## config.mk

```make
export PLATFORM = sky130hd
export DESIGN_NAME = midi_voice_allocator_unit
export DESIGN_NICKNAME = d
export VERILOG_FILES = /design/src/hw/rtl/mva_pkg.sv /design/src/hw/rtl/mva_cmp_unit.sv /design/src/hw/rtl/midi_voice_allocator_unit.sv
export SDC_FILE = /design/constraint.sdc
export NUM_CORES = 2
export LEC_CHECK = 0
export BUFFER_PORTS_ARGS = -buffer_cell sky130_fd_sc_hd__buf_2
export CORE_MARGIN = 5
export CORE_UTILIZATION = 35
export DETAILED_ROUTE_END_ITERATION = 7
export PLACE_DENSITY = 0.59
export REMOVE_ABC_BUFFERS = 1
export SLEW_MARGIN = 25
export SYNTH_ARGS = -nofsm -noshare
export SYNTH_HDL_FRONTEND = slang
export SYNTH_SLANG_ARGS = --single-unit
export TNS_END_PERCENT = 30
```

## constraint.sdc

```tcl
create_clock -name clk -period 8.3 [get_ports clk]
set_input_delay 1.245 -clock clk [delete_from_list [all_inputs] [get_ports clk]]
set_output_delay 1.245 -clock clk [all_outputs]
set_load 0.03 [all_outputs]
```

## src/hw/rtl/mva_pkg.sv

```systemverilog
package mva_pkg;

    // Voice pool and stamp sizes
    localparam int MAX_VOICES = 16;
    localparam int STAMP_BITS = 32;
    localparam int VIDX_W     = $clog2(MAX_VOICES);
    localparam int CNT_W      = $clog2(MAX_VOICES + 1);
    localparam int CHAN_W     = 4;
    localparam int NOTE_W     = 7;
    localparam int CFG_W      = 5;

    // Request type codes
    localparam logic [1:0] REQ_NOTE_ON  = 2'd0;
    localparam logic [1:0] REQ_NOTE_OFF = 2'd1;
    localparam logic [1:0] REQ_TICK     = 2'd2;

    // Configuration register indexes
    localparam logic CFG_LISTEN_CHANNEL = 1'b0;
    localparam logic CFG_VOICES_IN_USE  = 1'b1;

    typedef struct packed {
        logic [1:0]        req_type;
        logic [CHAN_W-1:0] channel;
        logic [NOTE_W-1:0] note;
        logic [NOTE_W-1:0] velocity;
    } req_t;

    typedef struct packed {
        logic                  voice_valid;
        logic [VIDX_W-1:0]     voice_index;
        logic                  stolen;
        logic                  start_trigger;
        logic                  end_trigger;
        logic [NOTE_W-1:0]     note_out;
        logic [NOTE_W-1:0]     velocity_out;
        logic [CNT_W-1:0]      active_voices;
        logic [MAX_VOICES-1:0] cleared_mask;
    } rsp_t;

    // Status from the shared subtract/compare unit
    typedef struct packed {
        logic less;   // a < b, unsigned
        logic aged;   // (a - b) mod 2^STAMP_BITS > 1
    } cmp_res_t;

    // Count set bits of a voice vector
    function automatic logic [CNT_W-1:0] count_ones(input logic [MAX_VOICES-1:0] vec);
        logic [CNT_W-1:0] sum;
        sum = '0;
        for (int i = 0; i < MAX_VOICES; i++)
        begin
            sum = sum + CNT_W'(vec[i]);
        end
        return sum;
    endfunction

endpackage

```

## src/hw/rtl/mva_cmp_unit.sv

```systemverilog
module mva_cmp_unit (
    input  logic [mva_pkg::STAMP_BITS-1:0] a,
    input  logic [mva_pkg::STAMP_BITS-1:0] b,
    output mva_pkg::cmp_res_t              res
);

    logic [mva_pkg::STAMP_BITS:0] diff;

    // One subtractor serves both the stamp order and the trigger age
    assign diff     = {1'b0, a} - {1'b0, b};
    assign res.less = diff[mva_pkg::STAMP_BITS];
    assign res.aged = |diff[mva_pkg::STAMP_BITS-1:1];

endmodule

```

## src/hw/rtl/midi_voice_allocator_unit.sv

```systemverilog
// Channel  Direction  Handshake              Payload
// req      in         req_valid/req_ready    mva_pkg::req_t
// rsp      out        rsp_valid/rsp_ready    mva_pkg::rsp_t
// cfg      in         cfg_we                 cfg_idx, cfg_wdata
//
// A note-on scans the voices in use, twice over when it has to steal.
// A note-off stops at the first match, a tick scans all MAX_VOICES, anything ignored skips the scan.
// The scan reads one voice per cycle through the shared subtract/compare unit.
// req_ready is low from acceptance until the result is loaded.
// A stalled result holds the block in its finish state until rsp is taken.
// Reset clears every voice, the frame counter and the count at once.
module midi_voice_allocator_unit (
    input  logic                         clk,
    input  logic                         rst_n,
    input  logic                         req_valid,
    output logic                         req_ready,
    input  mva_pkg::req_t                req,
    output logic                         rsp_valid,
    input  logic                         rsp_ready,
    output mva_pkg::rsp_t                rsp,
    input  logic                         cfg_we,
    input  logic                         cfg_idx,
    input  logic [mva_pkg::CFG_W-1:0]    cfg_wdata
);

    typedef enum logic [1:0] {
        S_IDLE,
        S_SCAN,
        S_FINISH
    } state_t;

    typedef enum logic [1:0] {
        OP_ON,
        OP_OFF,
        OP_TICK,
        OP_NONE
    } op_t;

    localparam int MV = mva_pkg::MAX_VOICES;
    localparam int SB = mva_pkg::STAMP_BITS;
    localparam int VW = mva_pkg::VIDX_W;
    localparam int CW = mva_pkg::CNT_W;

    // Voice store
    logic [MV-1:0]                 active_reg;
    logic [MV-1:0]                 start_reg;
    logic [MV-1:0]                 end_reg;
    logic [mva_pkg::NOTE_W-1:0]    note_reg  [MV];
    logic [SB-1:0]                 stamp_reg [MV];
    logic [SB-1:0]                 frame_reg;
    logic [CW-1:0]                 count_reg;

    // Configuration
    logic [mva_pkg::CHAN_W-1:0]    listen_reg;
    logic [mva_pkg::CFG_W-1:0]     voices_reg;

    // Sequencer
    state_t                        state_reg;
    op_t                           op_reg;
    mva_pkg::req_t                 req_reg;
    logic [VW-1:0]                 scan_reg;
    logic                          pass_reg;
    logic                          found_reg;
    logic [VW-1:0]                 best_idx_reg;
    logic [SB-1:0]                 best_stamp_reg;
    logic [MV-1:0]                 mask_reg;
    logic                          rsp_valid_reg;
    mva_pkg::rsp_t                 rsp_reg;

    logic                          accept;
    logic                          fin_fire;
    logic [VW-1:0]                 eff_m1;
    logic                          scan_last;
    logic                          steal_wrap;
    logic                          active_rd;
    logic [mva_pkg::NOTE_W-1:0]    note_rd;
    logic [SB-1:0]                 stamp_rd;
    logic [SB-1:0]                 op_a;
    logic [SB-1:0]                 op_b;
    mva_pkg::cmp_res_t             cmp;
    logic                          on_take;
    logic                          off_hit;
    logic                          tick_clr;
    logic [CW-1:0]                 count_next;
    logic [CW-1:0]                 cfg_eff;
    logic [MV-1:0]                 keep_mask;
    op_t                           op_dec;
    mva_pkg::rsp_t                 rsp_next;

    assign accept    = req_valid && req_ready;
    assign req_ready = (state_reg == S_IDLE);
    assign rsp_valid = rsp_valid_reg;
    assign rsp       = rsp_reg;
    assign fin_fire  = (state_reg == S_FINISH) && (!rsp_valid_reg || rsp_ready);

    // Clamp the voice count to 1..MAX_VOICES; keep its last index
    always_comb
    begin
        if (voices_reg == '0)
            eff_m1 = '0;
        else if (voices_reg > mva_pkg::CFG_W'(MV))
            eff_m1 = VW'(MV - 1);
        else
            eff_m1 = VW'(voices_reg - 1'b1);
    end

    assign scan_last = (op_reg == OP_TICK) ? (scan_reg == VW'(MV - 1)) : (scan_reg == eff_m1);

    // Read the voice under the scan pointer
    assign active_rd = active_reg[scan_reg];
    assign note_rd   = note_reg[scan_reg];
    assign stamp_rd  = stamp_reg[scan_reg];

    // Route operands to the shared unit
    assign op_a = (op_reg == OP_TICK) ? frame_reg : stamp_rd;
    assign op_b = (op_reg == OP_TICK) ? stamp_rd  : best_stamp_reg;

    mva_cmp_unit u_cmp (
        .a   (op_a),
        .b   (op_b),
        .res (cmp)
    );

    assign on_take  = (state_reg == S_SCAN) && (op_reg == OP_ON)
                      && (pass_reg || !active_rd) && (!found_reg || cmp.less);
    assign off_hit  = (state_reg == S_SCAN) && (op_reg == OP_OFF)
                      && active_rd && (note_rd == req_reg.note);
    assign tick_clr = (state_reg == S_SCAN) && (op_reg == OP_TICK)
                      && cmp.aged && (start_reg[scan_reg] || end_reg[scan_reg]);

    // No free voice after the first pass: go round again and steal the oldest
    assign steal_wrap = (state_reg == S_SCAN) && (op_reg == OP_ON) && scan_last
                        && !pass_reg && !found_reg && !on_take;

    // Decode the incoming request
    always_comb
    begin
        if (req.req_type == mva_pkg::REQ_NOTE_ON && req.channel == listen_reg)
            op_dec = OP_ON;
        else if (req.req_type == mva_pkg::REQ_NOTE_OFF && req.channel == listen_reg)
            op_dec = OP_OFF;
        else if (req.req_type == mva_pkg::REQ_TICK)
            op_dec = OP_TICK;
        else
            op_dec = OP_NONE;
    end

    // Count after this request
    always_comb
    begin
        count_next = count_reg;
        if (op_reg == OP_ON && !pass_reg)
            count_next = count_reg + 1'b1;
        else if (op_reg == OP_OFF && found_reg && count_reg != '0)
            count_next = count_reg - 1'b1;
    end

    // Assemble the result
    always_comb
    begin
        rsp_next               = '0;
        rsp_next.active_voices = count_next;
        unique case (op_reg)
            OP_ON:
            begin
                rsp_next.voice_valid   = 1'b1;
                rsp_next.voice_index   = best_idx_reg;
                rsp_next.stolen        = pass_reg;
                rsp_next.start_trigger = 1'b1;
                rsp_next.note_out      = req_reg.note;
                rsp_next.velocity_out  = req_reg.velocity;
            end
            OP_OFF:
            begin
                rsp_next.voice_valid = found_reg;
                rsp_next.voice_index = found_reg ? best_idx_reg : '0;
                rsp_next.end_trigger = found_reg;
                rsp_next.note_out    = found_reg ? req_reg.note : '0;
            end
            OP_TICK:
            begin
                rsp_next.cleared_mask = mask_reg;
            end
            default:
            begin
                rsp_next.cleared_mask = '0;
            end
        endcase
    end

    // Effective count for a voice-count write and the voices it keeps
    always_comb
    begin
        if (cfg_wdata == '0)
            cfg_eff = CW'(1);
        else if (cfg_wdata > mva_pkg::CFG_W'(MV))
            cfg_eff = CW'(MV);
        else
            cfg_eff = CW'(cfg_wdata);
        for (int v = 0; v < MV; v++)
        begin
            keep_mask[v] = CW'(v) < cfg_eff;
        end
    end

    // Sequencer, registered result
    always_ff @(posedge clk or negedge rst_n)
    begin
        if (!rst_n)
        begin
            state_reg      <= S_IDLE;
            op_reg         <= OP_NONE;
            req_reg        <= '0;
            scan_reg       <= '0;
            pass_reg       <= 1'b0;
            found_reg      <= 1'b0;
            best_idx_reg   <= '0;
            best_stamp_reg <= '0;
            mask_reg       <= '0;
            rsp_valid_reg  <= 1'b0;
            rsp_reg        <= '0;
        end
        else
        begin
            if (rsp_valid_reg && rsp_ready && !fin_fire)
                rsp_valid_reg <= 1'b0;
            unique case (state_reg)
                S_IDLE:
                begin
                    if (accept)
                    begin
                        op_reg    <= op_dec;
                        req_reg   <= req;
                        scan_reg  <= '0;
                        pass_reg  <= 1'b0;
                        found_reg <= 1'b0;
                        mask_reg  <= '0;
                        state_reg <= (op_dec == OP_NONE) ? S_FINISH : S_SCAN;
                    end
                end
                S_SCAN:
                begin
                    // Restart the pointer for the steal pass, else advance it
                    if (steal_wrap)
                    begin
                        pass_reg <= 1'b1;
                        scan_reg <= '0;
                    end
                    else
                        scan_reg <= scan_reg + 1'b1;
                    if (on_take)
                    begin
                        found_reg      <= 1'b1;
                        best_idx_reg   <= scan_reg;
                        best_stamp_reg <= stamp_rd;
                    end
                    if (tick_clr)
                        mask_reg[scan_reg] <= 1'b1;
                    if (off_hit)
                    begin
                        found_reg    <= 1'b1;
                        best_idx_reg <= scan_reg;
                        state_reg    <= S_FINISH;
                    end
                    else if (scan_last && !steal_wrap)
                        state_reg <= S_FINISH;
                end
                S_FINISH:
                begin
                    if (fin_fire)
                    begin
                        rsp_reg       <= rsp_next;
                        rsp_valid_reg <= 1'b1;
                        state_reg     <= S_IDLE;
                    end
                end
                default:
                begin
                    state_reg <= S_IDLE;
                end
            endcase
        end
    end

    // Voice store, frame counter, active count and configuration
    always_ff @(posedge clk or negedge rst_n)
    begin
        if (!rst_n)
        begin
            active_reg <= '0;
            start_reg  <= '0;
            end_reg    <= '0;
            frame_reg  <= '0;
            count_reg  <= '0;
            listen_reg <= '0;
            voices_reg <= mva_pkg::CFG_W'(4);
            for (int v = 0; v < MV; v++)
            begin
                note_reg[v]  <= '0;
                stamp_reg[v] <= '0;
            end
        end
        else
        begin
            // Advance the frame counter as the tick is taken
            if (accept && op_dec == OP_TICK)
                frame_reg <= frame_reg + 1'b1;

            // Drop aged triggers during the tick scan
            if (tick_clr)
            begin
                start_reg[scan_reg] <= 1'b0;
                end_reg[scan_reg]   <= 1'b0;
            end

            // Commit the note-on or note-off to its voice
            if (fin_fire)
            begin
                count_reg <= count_next;
                if (op_reg == OP_ON)
                begin
                    active_reg[best_idx_reg] <= 1'b1;
                    start_reg[best_idx_reg]  <= 1'b1;
                    end_reg[best_idx_reg]    <= 1'b0;
                    note_reg[best_idx_reg]   <= req_reg.note;
                    stamp_reg[best_idx_reg]  <= frame_reg;
                end
                else if (op_reg == OP_OFF && found_reg)
                begin
                    active_reg[best_idx_reg] <= 1'b0;
                    start_reg[best_idx_reg]  <= 1'b0;
                    end_reg[best_idx_reg]    <= 1'b1;
                    note_reg[best_idx_reg]   <= '0;
                    stamp_reg[best_idx_reg]  <= frame_reg;
                end
            end

            // Configuration writes; a smaller voice count resets the voices dropped
            if (cfg_we)
            begin
                unique case (cfg_idx)
                    mva_pkg::CFG_LISTEN_CHANNEL:
                    begin
                        listen_reg <= cfg_wdata[mva_pkg::CHAN_W-1:0];
                    end
                    mva_pkg::CFG_VOICES_IN_USE:
                    begin
                        voices_reg <= cfg_wdata;
                        count_reg  <= count_reg
                                      - mva_pkg::count_ones(active_reg & ~keep_mask);
                        active_reg <= active_reg & keep_mask;
                        start_reg  <= start_reg & keep_mask;
                        end_reg    <= end_reg & keep_mask;
                        for (int v = 0; v < MV; v++)
                        begin
                            if (!keep_mask[v])
                            begin
                                note_reg[v]  <= '0;
                                stamp_reg[v] <= '0;
                            end
                        end
                    end
                    default:
                    begin
                        listen_reg <= listen_reg;
                    end
                endcase
            end
        end
    end

endmodule

```

# After elaboration in Yosys (flattened, before gate mapping)
# Cells that the tools add are included.
[word_totals] reg_bits=838 input_bits=31 output_inout_bits=45
[op_classes] add_sub_neg=22 n_eq_ne=18 magnitude_cmp=25 reduce_logical=58 n_bitwise=21 mux=127
[ops] cell="$mux 512" n=5
[ops] cell="$mux 32" n=21
[ops] cell="$mux 112" n=5
[ops] cell="$bwmux 512" n=1
[ops] cell="$mux 16" n=20
[ops] cell="$mux 7" n=21
[ops] cell="$and 16x16->16" n=9
[ops] cell="$bmux 32 s4" n=1
[ops] cell="$demux 32 s4" n=1
[ops] cell="$and 112x112->112" n=1
[ops] cell="$bwmux 112" n=1
[ops] cell="$not 112->112" n=1
[ops] cell="$or 16x16->16" n=4
[ops] cell="$add 5x1->5" n=11
[ops] cell="$not 16->16" n=3
[ops] cell="$lt 4x5->1 const A" n=8
[ops] cell="$mux 5" n=7
[ops] cell="$sub 32x32->33" n=1
[ops] cell="$add 32x1->32 const B" n=1
[ops] cell="$pmux 16 s2" n=1
[ops] cell="$reduce_or 31->1" n=1
[ops] cell="$bmux 7 s4" n=1
[ops] cell="$demux 7 s4" n=1
[ops] cell="$mux 4" n=7
[ops] cell="46 further kinds" n=138

# Logic depth before layout (Yosys ltp)
[logic_depth] ltp_word=24 depth_mapped=23 ltp_nobuf=22

# Hierarchy
# A second synthesis with hierarchy kept.
[hier_totals] hier_cells=4586 hier_area_um2=43419.1
[modules_own_cells] module="midi_voice_allocator_unit" instances=1 area_per_inst_um2=41018.1 cells_per_inst=4233
[modules_own_cells] module="mva_cmp_unit" instances=1 area_per_inst_um2=2401.1 cells_per_inst=353

# Least setup slack after synthesis
# OpenSTA, ideal clock, no wires.
[synth_timing] kind="flip-flop to flip-flop" startpoint="register scan_reg[0]" endpoint="register mask_reg[13]" synth_period_minus_slack_ns=6.462 setup_ns=0.121 path_stages_with_launch=21 arrival_time_ns=6.342 setup_slack_ns=1.838 required_ns=8.179 path_buffers=6 path_cell_list="dfrtp_1 -> buf_1 -> clkbuf_1 -> clkbuf_1 -> buf_1 -> mux4_2 -> mux4_2 -> mux2i_1 -> ha_1 -> clkbuf_1 -> a21oi_1 -> o21ai_0 -> or2_2 -> or3_1 -> a311oi_1 -> o2111ai_1 -> a2111oi_4 -> nand4_2 -> buf_6 -> and3_4 -> a22o_1"
[synth_via] elab_chain_cells=11 elab_cells_between_ends=25
[synth_rtl] element="from (decl)" line_no="midi_voice_allocator_unit.sv:61" source="logic [VW-1:0] scan_reg;"
[synth_rtl] element="from (signal assigned)" line_no="midi_voice_allocator_unit.sv:250" source="scan_reg <= scan_reg + 1'b1;"
[synth_rtl] element="$not 4->5 (not written as such)" line_no="midi_voice_allocator_unit.sv:112" source="assign stamp_rd = stamp_reg[scan_reg];"
[synth_rtl] element="$bmux 32 s4" line_no="midi_voice_allocator_unit.sv:112"
[synth_rtl] element="$mux 32 (not written as such) (2 in series)" line_no="midi_voice_allocator_unit.sv:112"
[synth_rtl] element="$mux 32, on equally long branches" line_no="midi_voice_allocator_unit.sv:115, midi_voice_allocator_unit.sv:116"
[synth_rtl] element="$sub 32x32->33" line_no="mva_cmp_unit.sv:10" source="assign diff = {1'b0, a} - {1'b0, b};"
[synth_rtl] element="$reduce_or 31->1" line_no="mva_cmp_unit.sv:12" source="assign res.aged = |diff[mva_pkg::STAMP_BITS-1:1];"
[synth_rtl] element="$logic_and 1x1->1 (2 in series)" line_no="midi_voice_allocator_unit.sv:129" source="&& cmp.aged && (start_reg[scan_reg] || end_reg[scan_reg]);"
[synth_rtl] element="$ne 2x2->1 (no line)"
[synth_rtl] element="$reduce_and 3->1 (no line)"
[synth_rtl] element="to (signal assigned)" line_no="midi_voice_allocator_unit.sv:219" source="mask_reg <= '0;"
[synth_rtl] element="to (signal assigned)" line_no="midi_voice_allocator_unit.sv:237" source="mask_reg <= '0;"
[synth_rtl] element="to (signal, indexed assignment)" line_no="midi_voice_allocator_unit.sv:258" source="mask_reg[scan_reg] <= 1'b1;"
[synth_rtl] element="to (decl)" line_no="midi_voice_allocator_unit.sv:66" source="logic [MV-1:0] mask_reg;"
# Several ways; a longest one is shown, not always the timed one. The select of a mux whose other input is x is not followed.
# A chain may end at the register's enable or synchronous reset.

# Worst setup path after layout
[layout_timing] startpoint="register scan_reg[1]" endpoint="register end_reg[9]"
[layout_via] elab_chain_cells=16 elab_cells_between_ends=30
[layout_rtl] element="$not 4->5 (not written as such)" line_no="midi_voice_allocator_unit.sv:112"
[layout_rtl] element="$bmux 32 s4" line_no="midi_voice_allocator_unit.sv:112"
[layout_rtl] element="$mux 32 (not written as such) (2 in series)" line_no="midi_voice_allocator_unit.sv:112"
[layout_rtl] element="$mux 32, on equally long branches" line_no="midi_voice_allocator_unit.sv:115, midi_voice_allocator_unit.sv:116"
[layout_rtl] element="$sub 32x32->33" line_no="mva_cmp_unit.sv:10"
[layout_rtl] element="$reduce_or 31->1" line_no="mva_cmp_unit.sv:12"
[layout_rtl] element="$logic_and 1x1->1 (2 in series)" line_no="midi_voice_allocator_unit.sv:129"
[layout_rtl] element="$mux 16 *" line_no="midi_voice_allocator_unit.sv:310" source="if (tick_clr)"
[layout_rtl] element="$or 16x16->16 (no line)"
[layout_rtl] element="$mux 16" line_no="midi_voice_allocator_unit.sv:328" source="else if (op_reg == OP_OFF && found_reg)"
[layout_rtl] element="$mux 16" line_no="midi_voice_allocator_unit.sv:320" source="if (op_reg == OP_ON)"
[layout_rtl] element="$mux 16 *" line_no="midi_voice_allocator_unit.sv:317" source="if (fin_fire)"
[layout_rtl] element="$mux 16" line_no="midi_voice_allocator_unit.sv:341" source="unique case (cfg_idx)"
[layout_rtl] element="$mux 16 *" line_no="midi_voice_allocator_unit.sv:339" source="if (cfg_we)"
[layout_rtl] element="to (signal assigned)" line_no="midi_voice_allocator_unit.sv:353" source="end_reg <= end_reg & keep_mask;"
[layout_rtl] element="to (decl)" line_no="midi_voice_allocator_unit.sv:47" source="logic [MV-1:0] end_reg;"
# Every way passes the cells marked *; elsewhere a longest branch is shown, timed or not. The select of a mux whose other input is x is not followed.

==> flow_summary_export.csv <==
group,metric,value,unit
clock_network,root_buffer,"clkbuf_16",
power,swShare,0.351,
floorplanning,die_h,361,um
final_layout,largest_reg_flops,512,
timing,min_period,6460,ps
critical_path,start_kind,"flop",
placed_design,place_congestion,0.906,
global_route,grt_pass1_vias,35200,
critical_path,crit_buf_inv,1,
final_layout,diodes,0,
clock_network,cts.htree.levels,3,
placed_design,dp_slack,1840,ps
hold_path,hold-path-cell-count,2,
global_route,grt_max_degree,156,
detailed_routing,dr.pass1.iters,6,
timing,finalMaxSlewViolations,0,
floorplanning,fp-row-count,128,
synthesis,ys.flop_type,"dfrtp_1",
power,switching_power,4.56,mW
synthesis,async_flop_share,1.00,
power,pwr-share-clk,0.328,
global_route,antenna_found_initial,0,
critical_path,cp.required,8870,ps
power,p_comb_frac,0.320,
timing,fmax,0.155,GHz
status,outcome,"finished clean",
timing,setup_viol_count_final,0,
power,cellInternalPower,8.42,mW
critical_path,cpPeakStageDelay,860,ps
detailed_routing,drcViolationCount,0,
power,pwr-share-seq,0.352,
detailed_routing,route.vias.total,35700,
synthesis,synth_cell_types,85,
timing,hold_viol,0,
floorplanning,io_pins,76,
global_route,grt_first_pass_wirelength,229000,um
synthesis,synth_edf_count,0,
clock_network,ctsResizeCount,0,
clock_network,insertion_delay,690,ps
detailed_routing,drtIter0Drc,4006,
critical_path,path_cells,"buf_12, mux4_2, mux4_2, nand2_1, nand2_1, ha_1, a21oi_1, o21ai_0, or2_2, or3_1, a311oi_1, o2111ai_1, a2111oi_4, nand4_2, and4_1, o311ai_2",
critical_path,critPathTopFamily,"simple AND/OR/NAND/NOR gates",
detailed_routing,via_per_inst,5.87,
timing,worst_slack,1840,ps
timing,post-route-period-util,0.779,
clock_network,cts_buffer_depth,3,
final_layout,final_cell_count_no_fill,6081,
timing,rsz0062_at_grt,"false",
critical_path,crit_path_max_fanout,48,
timing,worst_slew_pin_slew,1130,ps
floorplanning,design.die.area,130000,um^2
floorplanning,die-width,361,um
synthesis,synth_warnings,0,
global_route,track_usage,0.228,
detailed_routing,routed_wl,152000,um
placed_design,hpwl,86000,um
critical_path,end_kind,"flop",
clock_network,cts_tree,"yes",
final_layout,nFillCells,12000,
detailed_routing,drtAntennaViolNets,0,
critical_path,r2r_cells,16,
synthesis,synth_seq_cells,838,
clock_network,cts_hold_buf,0,
power,ir_drop,0.290,mV
critical_path,crit_cells,16,
final_layout,final_nets,4485,
clock_network,cts_setup_buffers,0,
flow_run,drv_cap,0,
detailed_routing,routedWlPerCell,25.1,um
timing,clock_skew,36.8,ps
synthesis,synthCells,4518,
final_layout,syn_to_final_growth,11.8,%
final_layout,final_util,0.395,
global_route,overflow,0,
synthesis,yosysSeqAreaShare,0.487,
synthesis,synth_area,43100,um^2
floorplanning,core,122000,um^2
synthesis,avgSynthCellArea,9.54,um^2
placed_design,dp.cells,5912,
power,power.leakage,21.0,nW
critical_path,worstPathArrival,7030,ps
power,powerDensity,269,nW/um^2
critical_path,worstSetupPathType,"reg2reg",
timing,relSlewSlack,0.240,
clock_network,path_clk_slew,60,ps
clock_network,cts_sinks,838,
power,totalPowerFinal,13.0,mW
critical_path,cp_slowest_cell,"dfrtp_4",
placed_design,port_buffers,75,
hold_path,hold_class,"reg2reg",
floorplanning,initial_core_util,0.353,
final_layout,final_layout_size_suffix_gt1_frac,0.151,
clock_network,numCtsBuffers,93,
-- cell usage after synthesis (19+ instances only) --
library cell | number | area [um^2]
ha_1 | 53 | 663
and2_1 | 31 | 194
fa_1 | 19 | 380
mux4_2 | 196 | 4410
buf_1 | 41 | 154
nand2b_1 | 20 | 125
xnor2_1 | 47 | 412
mux2i_1 | 39 | 390
nor2b_1 | 21 | 131
nand2_1 | 1309 | 4910
nor3_1 | 38 | 190
a21oi_1 | 577 | 2890
inv_1 | 67 | 251
nor2_1 | 234 | 878
mux2_2 | 76 | 856
o22ai_1 | 107 | 669
nand3_1 | 63 | 315
o21a_1 | 20 | 150
clkbuf_1 | 341 | 1280
o21ai_0 | 84 | 420
nand4_1 | 36 | 225
dfrtp_1 | 835 | 20900
-- metal layers --
layer  global-route usage  wire length [um]
met4               0.0899              6540
met5                    0                 0
met3               0.0473             14100
met2                0.370             70800
met1                0.301             60900
-- stage by stage --
stage / hold WS [ps] / setup TNS [ps] / cell area, um^2
2_1_floorplan: 442 / -219390 / 41600
3_3_place_gp: 444 / 0 / 45100
3_5_place_dp: 450 / 0 / 45100
4_1_cts: 464 / 0 / 48200
5_1_grt: 486 / 0 / 48200
6_report: 458 / 0 / 48200
-- path summary, 6_finish.rpt --
path,end,startpoint,slack [ps]
worst max-delay path,end_reg[9],scan_reg[1],1840
max in group asynchronous,stamp_reg[342],rst_n,5900
min in group asynchronous,rsp[8],rst_n,610
worst min-delay path,rsp[27],rsp[27],460
worst max register to register,end_reg[9],scan_reg[1],1840
worst min register to register,rsp[27],rsp[27],460
-- tightest hold or removal path: cells and delay by family, from the launching register on --
family        cells  cell delay [ps]
flops             1              340
simple gates      2               90
-- cells by family after synthesis --
family / count (synthesis) / share of synthesized area
AOI/OAI and AO/OA: 956 / 0.130
xor gates and xnor gates: 64 / 0.0130
adders and majority gates: 74 / 0.0247
buffers and inverters: 452 / 0.0399
DFF: 838 / 0.487
muxes: 314 / 0.133
other: 1 / 0.0000870
and+or+nand+nor: 1819 / 0.173
-- final cells by class --
cell class / count / area, um^2 / share of cell area
clock inverters: 35 / 405 / 0.00841
well taps: 1625 / 2030 / 0.0422
flip-flops and latches: 838 / 21000 / 0.436
repair buffers: 154 / 1120 / 0.0232
inverters: 67 / 251 / 0.00522
clock buffers: 134 / 2710 / 0.0563
multi-input cells: 3228 / 20700 / 0.429
-- power by group through the flow --
stage	sequential, mW	combinational, mW	clock, mW
after floorplan	4.80	2.73	0
after global placement	4.63	4.09	0
after detailed placement	4.63	4.11	0
after CTS	4.56	4.13	4.32
after global routing	4.60	4.51	4.49
final	4.57	4.15	4.26
-- layout by cell type (no fill, tap or decap), types with 20 or more instances in the layout --
master	n
nand2_1	1296
dfrtp_1	831
a21oi_1	576
nor2_1	214
mux4_2	196
o22ai_1	107
clkbuf_16	94
o21ai_0	84
mux2_2	76
buf_2	74
buf_4	68
inv_1	67
nand3_1	61
ha_1	53
xnor2_1	47
mux2i_1	39
nor3_1	36
nand4_1	36
and2_1	24
clkbuf_8	21
nor2_4	20
No activity file was read; power rests on OpenSTA's default activity.
